==> config.mk <==
export PLATFORM = sky130hd
export DESIGN_NAME = receiver_front_panel_controller_unit
export DESIGN_NICKNAME = d
export VERILOG_FILES = /design/src/hdl/rfpc_pkg.sv /design/src/hdl/receiver_front_panel_controller_unit.sv
export VERILOG_INCLUDE_DIRS = /design/src /design/src/hdl
export SDC_FILE = /design/constraint.sdc
export NUM_CORES = 1
export LEC_CHECK = 0
export BUFFER_PORTS_ARGS = -buffer_cell sky130_fd_sc_hd__buf_2
export CORE_ASPECT_RATIO = 1.5
export CORE_MARGIN = 3
export CORE_UTILIZATION = 35
export CTS_BUF_LIST = sky130_fd_sc_hd__clkbuf_4
export CTS_CLUSTER_DIAMETER = 50
export DETAILED_ROUTE_END_ITERATION = 12
export SKIP_CTS_REPAIR_TIMING = 1
export SYNTH_ARGS = -nofsm -noshare
export SYNTH_HDL_FRONTEND = slang
export SYNTH_SLANG_ARGS = --single-unit
==> constraint.sdc <==
create_clock -name clk -period 5.6 [get_ports clk]
set_clock_uncertainty 0.1 [all_clocks]
set_input_delay 0.56 -clock clk [delete_from_list [all_inputs] [get_ports clk]]
set_output_delay 0.56 -clock clk [all_outputs]
set_load 0.01 [all_outputs]
==> src/hdl/assert_macros.svh <==
// Assertion macros shared by the front panel controller RTL.
`ifndef ASSERT_MACROS_SVH
`define ASSERT_MACROS_SVH

// Same-cycle implication, checked on every rising edge outside reset.
`define ASSERT_SAME(label, clk, rst, ante, cons) \
  label: assert property (@(posedge clk) disable iff (rst) (ante) |-> (cons)) \
    else $error("front panel assertion failed");

// Next-cycle implication, checked on every rising edge outside reset.
`define ASSERT_NEXT(label, clk, rst, ante, cons) \
  label: assert property (@(posedge clk) disable iff (rst) (ante) |=> (cons)) \
    else $error("front panel assertion failed");

`endif

==> src/hdl/rfpc_pkg.sv <==
// Package with key codes, source codes and the source switch table.
package rfpc_pkg;

  localparam int DEBOUNCE_BITS  = 16;
  localparam int CFG_INDEX_BITS = 1;

  // Configuration register indexes.
  localparam logic [CFG_INDEX_BITS-1:0] CFG_DEBOUNCE_TICKS   = 1'd0;
  localparam logic [CFG_INDEX_BITS-1:0] CFG_POWER_ACTIVE_LOW = 1'd1;

  localparam logic [DEBOUNCE_BITS-1:0] DEBOUNCE_RESET = 16'd50;

  // Front panel key codes.
  localparam logic [3:0] KEY_UNKNOWN    = 4'd0;
  localparam logic [3:0] KEY_VIDEO      = 4'd1;
  localparam logic [3:0] KEY_PHONO      = 4'd7;
  localparam logic [3:0] KEY_BASS_BOOST = 4'd8;
  localparam logic [3:0] KEY_MUTE       = 4'd9;

  // Source codes.
  localparam logic [2:0] VIDEO        = 3'd0;
  localparam logic [2:0] TV_LD        = 3'd1;
  localparam logic [2:0] MD_TAPE      = 3'd2;
  localparam logic [2:0] SURROUND_DVD = 3'd3;
  localparam logic [2:0] CD_SRC       = 3'd4;
  localparam logic [2:0] TUNER        = 3'd5;
  localparam logic [2:0] PHONO        = 3'd6;

  // Source switch codes.
  localparam logic [2:0] SW_ALL_OFF = 3'd0;
  localparam logic [2:0] SW_PHONO   = 3'd1;
  localparam logic [2:0] SW_CD      = 3'd2;
  localparam logic [2:0] SW_TUNER   = 3'd3;
  localparam logic [2:0] SW_VIDEO   = 3'd4;
  localparam logic [2:0] SW_TV_LD   = 3'd5;
  localparam logic [2:0] SW_MD_TAPE = 3'd6;

  function automatic logic [2:0] switch_of_source(input logic [2:0] src);
    logic [2:0] code;
    case (src)
      VIDEO:   code = SW_VIDEO;
      TV_LD:   code = SW_TV_LD;
      MD_TAPE: code = SW_MD_TAPE;
      CD_SRC:  code = SW_CD;
      TUNER:   code = SW_TUNER;
      PHONO:   code = SW_PHONO;
      default: code = SW_ALL_OFF;
    endcase
    return code;
  endfunction

endpackage

==> src/hdl/receiver_front_panel_controller_unit.sv <==
// An accepted item is held in the input register, and its result then in the result register.
// Throughput: one item per cycle when the output is not stalled; input and result registers hold one item each.
// The loop that sets the rate is the state update (debounce count, power, source, bass, mute).
// Reset (rst, synchronous, active high) empties both registers, returns to standby on video,
// sets debounce_ticks to 50 and power_active_low to 1.
`include "assert_macros.svh"

module receiver_front_panel_controller_unit
  import rfpc_pkg::*;
#(
  parameter int COUNT_BITS = 16
) (
  input  logic                      clk,
  input  logic                      rst,
  input  logic                      cfg_valid,
  output logic                      cfg_ready,
  input  logic [CFG_INDEX_BITS-1:0] cfg_index,
  input  logic [DEBOUNCE_BITS-1:0]  cfg_data,
  input  logic                      in_valid,
  output logic                      in_ready,
  input  logic                      power_pin,
  input  logic                      panel_pressed,
  input  logic [3:0]                panel_key,
  output logic                      out_valid,
  input  logic                      out_ready,
  output logic                      powered_on,
  output logic [2:0]                source_now,
  output logic [2:0]                switch_code,
  output logic                      five_one_led_level,
  output logic                      bass_led_level,
  output logic                      mute_led_level
);

  localparam int CMP_BITS = (COUNT_BITS > DEBOUNCE_BITS) ? COUNT_BITS : DEBOUNCE_BITS;

  // Configuration.
  logic [DEBOUNCE_BITS-1:0] debounce_ticks;
  logic                     power_active_low;

  // Input register.
  logic       s1_valid;
  logic       s1_power_pin;
  logic       s1_panel_pressed;
  logic [3:0] s1_panel_key;

  // Controller state.
  logic                  power_raw_seen, power_raw_seen_next;
  logic                  power_stable, power_stable_next;
  logic [COUNT_BITS-1:0] ticks_since_change, ticks_since_change_next;
  logic                  power_state, power_state_next;
  logic [2:0]            source_sel, source_sel_next;
  logic                  bass_on, bass_on_next;
  logic                  mute_on, mute_on_next;
  logic                  panel_last;

  logic raw;
  logic advance;

  assign cfg_ready = 1'b1;
  assign advance   = s1_valid && (!out_valid || out_ready);
  assign in_ready  = !s1_valid || advance;

  always_ff @(posedge clk) begin
    if (rst) begin
      debounce_ticks   <= DEBOUNCE_RESET;
      power_active_low <= 1'b1;
    end else if (cfg_valid) begin
      case (cfg_index)
        CFG_DEBOUNCE_TICKS:   debounce_ticks   <= cfg_data;
        CFG_POWER_ACTIVE_LOW: power_active_low <= cfg_data[0];
        default: ;
      endcase
    end
  end

  always_ff @(posedge clk) begin
    if (rst) begin
      s1_valid <= 1'b0;
    end else if (in_ready) begin
      s1_valid <= in_valid;
    end
  end

  always_ff @(posedge clk) begin
    if (in_valid && in_ready) begin
      s1_power_pin     <= power_pin;
      s1_panel_pressed <= panel_pressed;
      s1_panel_key     <= panel_key;
    end
  end

  always_comb begin
    raw                     = power_active_low ? !s1_power_pin : s1_power_pin;
    power_raw_seen_next     = power_raw_seen;
    ticks_since_change_next = ticks_since_change;
    power_stable_next       = power_stable;
    power_state_next        = power_state;
    source_sel_next         = source_sel;
    bass_on_next            = bass_on;
    mute_on_next            = mute_on;

    if (raw != power_raw_seen) begin
      power_raw_seen_next     = raw;
      ticks_since_change_next = '0;
    end else if (ticks_since_change != {COUNT_BITS{1'b1}}) begin
      ticks_since_change_next = ticks_since_change + 1'b1;
    end

    if (raw != power_stable &&
        CMP_BITS'(ticks_since_change_next) >= CMP_BITS'(debounce_ticks)) begin
      power_stable_next = raw;
      if (raw) begin
        power_state_next = !power_state;
      end
    end

    // A new panel press acts only with the power state of this same item.
    if (s1_panel_pressed && !panel_last && power_state_next) begin
      case (s1_panel_key) inside
        [KEY_VIDEO:KEY_PHONO]: source_sel_next = 3'(s1_panel_key - KEY_VIDEO);
        KEY_BASS_BOOST:        bass_on_next    = !bass_on;
        KEY_MUTE:              mute_on_next    = !mute_on;
        default: ;
      endcase
    end
  end

  always_ff @(posedge clk) begin
    if (rst) begin
      power_raw_seen     <= 1'b0;
      power_stable       <= 1'b0;
      ticks_since_change <= '0;
      power_state        <= 1'b0;
      source_sel         <= VIDEO;
      bass_on            <= 1'b0;
      mute_on            <= 1'b0;
      panel_last         <= 1'b0;
    end else if (advance) begin
      power_raw_seen     <= power_raw_seen_next;
      power_stable       <= power_stable_next;
      ticks_since_change <= ticks_since_change_next;
      power_state        <= power_state_next;
      source_sel         <= source_sel_next;
      bass_on            <= bass_on_next;
      mute_on            <= mute_on_next;
      panel_last         <= s1_panel_pressed;
    end
  end

  always_ff @(posedge clk) begin
    if (rst) begin
      out_valid <= 1'b0;
    end else if (advance) begin
      out_valid <= 1'b1;
    end else if (out_ready) begin
      out_valid <= 1'b0;
    end
  end

  always_ff @(posedge clk) begin
    if (advance) begin
      powered_on         <= power_state_next;
      source_now         <= source_sel_next;
      switch_code        <= power_state_next ? switch_of_source(source_sel_next) : SW_ALL_OFF;
      five_one_led_level <= !(power_state_next && source_sel_next == SURROUND_DVD);
      bass_led_level     <= power_state_next && bass_on_next;
      mute_led_level     <= !(power_state_next && mute_on_next);
    end
  end

  `ASSERT_SAME(a_standby_outputs_off, clk, rst, out_valid && !powered_on,
    switch_code == SW_ALL_OFF && five_one_led_level && !bass_led_level && mute_led_level)
  `ASSERT_SAME(a_power_needs_press, clk, rst, power_state != $past(power_state),
    power_stable && !$past(power_stable))
  `ASSERT_SAME(a_source_only_when_on, clk, rst, source_sel != $past(source_sel),
    power_state)
  `ASSERT_SAME(a_ready_when_unstalled, clk, rst, !out_valid || out_ready, in_ready)
  `ASSERT_NEXT(a_item_reaches_output, clk, rst, advance, out_valid)

endmodule
**After elaboration in Yosys (flattened, before gate mapping)**

Cells that the tools add are included.

- $add $sub $neg: 2
- $lt $le $gt $ge: 3
- Eq/ne operators: 11
- Mux-type cells: 17
- Bitwise gates (word level): 1
- Reduce and logical (&&, ||, !) cells: 26

Operator list:

| kind | number |
|---|---|
| 16-bit two-way mux | 2 |
| 3-bit one-hot mux with 6 select lines | 1 |
| 16-bit by 1-bit adder with 16-bit output (second input constant) | 1 |
| 16-bit greater-or-equal comparator | 1 |
| 16-bit inequality test (second input constant) | 1 |
| 1-bit two-way mux | 12 |
| 3-bit == test (second input constant) | 3 |
| 1-bit logical AND | 9 |
| 1-bit zero test | 9 |
| 4-bit == test (second input constant) | 2 |
| 2-bit AND reduction | 4 |
| 3-bit by 2-bit == test with 1-bit output (second input constant) | 2 |
| 3-bit two-way mux | 2 |
| 4-bit by 1-bit greater-or-equal comparator with 1-bit output (second input constant) | 1 |
| 4-bit by 3-bit <= comparator with 1-bit output (second input constant) | 1 |
| 3-bit by 1-bit == test with 1-bit output (second input constant) | 1 |
| 3-bit zero test | 1 |
| 3-bit by 1-bit subtractor with 3-bit output (second input constant) | 1 |
| 1-bit logical OR | 2 |
| 1-bit inequality test | 2 |
| 2-bit nonzero test | 1 |
| 1-bit inverter | 1 |

- Register bits: 60
- Input port bits: 28
- Output and inout port bits: 13
- Logic and storage cells: 81

**Logic depth before layout (Yosys ltp)**

- Word-level depth: 12
- Gate-level depth with buffers: 17
- Gate-level depth less buffers: 15

**Worst setup path before layout**

Ideal clock, no wire load.

- Kind: reg2reg
- Start: register ticks_since_change[0]
- End: register source_now[2] (data pin)
- Setup time: 0.260 ns
- Arrival time: 3.550 ns
- Data required time: 5.240 ns
- Setup slack: 1.690 ns
- Stages on the path, launching flop included: 16
- Path buffers: 1
- Period minus slack after synthesis: 3.910 ns
- Cell sequence: dfxtp_1 -> ha_1 -> nand3_1 -> nor4_1 -> nand3_1 -> buf_2 -> nand3_1 -> xnor2_1 -> nor2_1 -> ha_1 -> nand4_1 -> o21ba_1 -> o21a_1 -> a311o_4 -> a21boi_2 -> mux2_2

- Cells in the longest elaborated chain, start to end: 8
- Elaborated cells between the ends (all ways): 9
- Classes of those cells: 1 x add/sub; 1 x order compare; 1 x eq/ne; 4 x mux; 2 x reduce/logical

Ends and longest elaborated chain:

| element | RTL line | text |
|---|---|---|
| start: declaration | receiver_front_panel_controller_unit.sv:49 | `logic [COUNT_BITS-1:0] ticks_since_change, ticks_since_change_next;` |
| start signal: assignment | receiver_front_panel_controller_unit.sv:141 | `ticks_since_change <= ticks_since_change_next;` |
| 16-bit by 1-bit adder with 16-bit output or 16-bit inequality test (tied branches) | receiver_front_panel_controller_unit.sv:106, receiver_front_panel_controller_unit.sv:105 |  |
| 16-bit two-way mux * | receiver_front_panel_controller_unit.sv:105 | `end else if (ticks_since_change != {COUNT_BITS{1'b1}}) begin` |
| 16-bit two-way mux * | receiver_front_panel_controller_unit.sv:102 | `if (raw != power_raw_seen) begin` |
| via ticks_since_change_next[9] | receiver_front_panel_controller_unit.sv:49 |  |
| 16-bit greater-or-equal comparator * | receiver_front_panel_controller_unit.sv:110 | `CMP_BITS'(ticks_since_change_next) >= CMP_BITS'(debounce_ticks)) begin` |
| 1-bit logical AND * | receiver_front_panel_controller_unit.sv:109 | `if (raw != power_stable &&` |
| 1-bit two-way mux * | receiver_front_panel_controller_unit.sv:109 |  |
| 1-bit logical AND * | receiver_front_panel_controller_unit.sv:118 | `if (s1_panel_pressed && !panel_last && power_state_next) begin` |
| 3-bit two-way mux * | receiver_front_panel_controller_unit.sv:118 |  |
| via source_sel_next[2] | receiver_front_panel_controller_unit.sv:51 | `logic [2:0] source_sel, source_sel_next;` |
| end signal: assignment | receiver_front_panel_controller_unit.sv:163 | `source_now <= source_sel_next;` |
| end: declaration | receiver_front_panel_controller_unit.sv:27 | `output logic [2:0] source_now,` |

Mark *: on every way through the listed nets, which the timed path passes. The rest lies on a longest branch.
A chain may end at the register's enable or synchronous reset.

**Worst setup path in the final report**

Ends and elaborated chain as after synthesis.

==> flow_summary.ini <==
[run_status]
status = finished clean

[timing]
slew_headroom_pct = 44.1
worst_pin_slew_ns = 0.839
drv_slew = 0
setup_tns_ns = 0
rsz0062_at_grt = no
post-route-min-period_ns = 4.52
holdWs_ns = 0.192
hold_violations = 0
setup_violations = 0
fmax_ghz = 0.221
timing.final.crit_share_pct = 80.8

[pwr]
combPwrFrac_pct = 13.0
clock_power_share_pct = 37.3
ir_drop_uv = 197
swShare_pct = 26.4
internal-power_mw = 0.695
seq_power_share_pct = 49.7
p_switching_mw = 0.249
power.density_mw_per_mm2 = 244
p_leak_nw = 1.49

[logic_synthesis]
avgSynthCellArea_sq_um = 8.55
syn_inst = 399
synth_most_common_cell = nand2_1
synth-edff-count = 16
synth_common_cells = nand2_1 (46), dfxtp_1 (44), nor2_1 (44)
synth_cell_types = 59
syn_area_sq_mm = 0.00341
yosys_warnings = 0
synth_flop_cell = dfxtp_1
synth-seq-cells = 60
netlist.area_leader.share_pct = 25.8
yosys.area.top_type = dfxtp_1
netlist_top_cells_area = dfxtp_1 (26%), edfxtp_1 (14%), ha_1 (7.0%)
synth_nets = 446
async_flop_share_pct = 0
ys_seq_area_share_pct = 39.9

[global_route]
antenna_found_initial = 1
grt_pass1_wl_mm = 13.3
grt_max_degree = 49
grt_pass1_vias = 2875
overflow = 0
grt_usage_pct = 15.5

[job]
maxCapViolations = 0

[setup_path]
cp.required_ns = 5.70
path_class = reg2reg
cpMostUsedCell = nand3_1
cp_slowest_cell = nand3_1
r2r_cells = 14
cp-end-kind = flop
r2r-start = ticks_since_change[0]
arrival_ns = 4.62
start_kind = flop
reg2reg_to = source_now[2]
max_stage_delay_ns = 0.56
crit_fanout = 17
path_cells = ha_1 -> nand3_1 -> nor4_1 -> nand3_1 -> nand3_1 -> xnor2_1 -> nor2_1 -> ha_1 -> nand4_1 -> o21ba_1 -> o21a_1 -> a311o_4 -> a21boi_2 -> mux2_2
reg2reg_slack_ns = 1.08

[route]
routed_wl_mm = 7.96
first_iter_violations = 230
wl_per_cell_microns = 14.4
route.detailed.drc = 0
vias = 2997
first_pass_iters = 4
via_per_inst = 5.42
ant_nets = 0

[floorplan]
top_level_ports = 41
die_w_microns = 86.6
die_h_microns = 127
rows = 43
start_util_pct = 36.5
core_area_sq_mm = 0.00936
dieArea_sq_mm = 0.0110

[clock_network]
clk_pin_slew_ns = 0.11
htree_levels = 3
root_buffer = clkbuf_4
cts.path.max_buffers = 2
cts_tree = yes
numCtsBuffers = 9
clk_latency_ns = 0.43
clkSinkCount = 60

[min_path]
hold_class = in2reg
min-delay-start = panel_key[0]
hold_depth = 1
min_to = s1_panel_key[0]

[layout]
n_fill_cell = 979
register_area_sq_mm = 0.00136
multi_input_area_sq_mm = 0.00188
fin_nets = 482
syn2layout_area_growth_pct = 13.2
final_layout_size_suffix_gt1_share_pct = 15.5

[place]
hpwlAfterDp_mm = 5.96
port_buffers = 39
gp_congestion = 0.897
## cell usage in the layout, fill, tap and decap left out, drive strengths merged, types with 5 or more instances in the layout
cell,Yosys,layout
a211oi,8,8
xor2,9,9
a31oi,10,10
nand2b,5,5
nor3,9,9
nor2,44,44
xnor2,8,8
clkbuf,10,11
inv,24,24
ha,19,19
dfxtp,44,44
o21ai,12,12
nand3,13,13
nand2,46,46
a21oi,38,38
nand4,10,10
and3,5,5
nor2b,6,6
buf,8,43
edfxtp,16,16
## sequential cells by signal (all words and copies together) (netlist names), 3 cells and up
signal / count
s1_panel_key: 4
debounce_ticks: 16
source_now: 3
source_sel: 3
switch_code: 3
ticks_since_change: 16
## critical path: cells and delay by family, from the launching register on
family / cells / cell delay, ns
flops: 1 / 0.45
xor+xnor: 1 / 0.14
mux: 1 / 0.36
fa+ha+maj: 2 / 0.55
simple gates: 6 / 1.63
compound gates: 4 / 1.09
## how the worst max path moves through the flow
| stage | endpoint | slack, ns | from | cells after the start |
|---|---|---|---|---|
| final | source_now[2] | 1.08 | ticks_since_change[0] | 14 |
| after global routing | source_sel[2] | 0.74 | ticks_since_change[0] | 15 |
| after CTS | source_now[2] | 1.10 | ticks_since_change[0] | 14 |
| after detailed placement | source_now[2] | 1.10 | ticks_since_change[0] | 14 |
| after global placement | source_now[2] | 1.25 | ticks_since_change[0] | 14 |
| after floorplan | source_now[2] | 1.69 | ticks_since_change[0] | 15 |
## per-layer routing
metal | routed length [microns] | global-route usage [%] | vias up
met5 | 0 | 0 | -
met1 | 3170 | 16.2 | 1382
met3 | 444 | 4.29 | 21
li1 | - | - | 1506
met2 | 4060 | 27.3 | 88
met4 | 290 | 8.53 | 0
## power groups by stage
stage	clock [mW]	combinational [mW]	sequential (mW)
after detailed placement	0	0.123	0.480
final	0.352	0.122	0.469
after global placement	0	0.123	0.479
after CTS	0.364	0.124	0.470
after floorplan	0	0.0849	0.479
after global routing	0.383	0.139	0.472
## layout make-up
class / instances / share of cell area, %
Multi-Input combinational cell: 297 / 48.8
Clock buffer: 11 / 2.14
Clock inverter: 5 / 2.01
Sequential cell: 60 / 35.2
Antenna cell: 1 / 0.0648
Tap cell: 112 / 3.63
Timing Repair Buffer: 43 / 5.83
Inverter: 24 / 2.33
## per-stage QoR
stage / utilization, % / instances / instance area [sq um] / setup slack, ns / total power, mW
floorplan: - / 399 / 3410 / 1.69 / 0.564
global placement: 39.5 / 536 / 3700 / 1.25 / 0.602
detailed placement: 39.5 / 536 / 3700 / 1.10 / 0.603
CTS: 41.2 / 552 / 3860 / 1.10 / 0.957
global route: 41.3 / 553 / 3860 / 0.743 / 0.993
finish: 41.3 / 553 / 3860 / 1.08 / 0.944
## cell families (layout without fill, tap and decap cells)
group	after synthesis	after routing	synth area share [%]
and+or+nand+nor	158	158	22.2
AOI/OAI and AO/OA	95	95	19.4
DFF	60	60	39.9
buffers and inverters	42	83	4.91
adders and majority gates	19	19	6.96
xor gates and xnor gates	17	17	4.36
muxes	7	7	2.16
other	1	2	0.110
No activity file was read; power rests on OpenSTA's default activity.
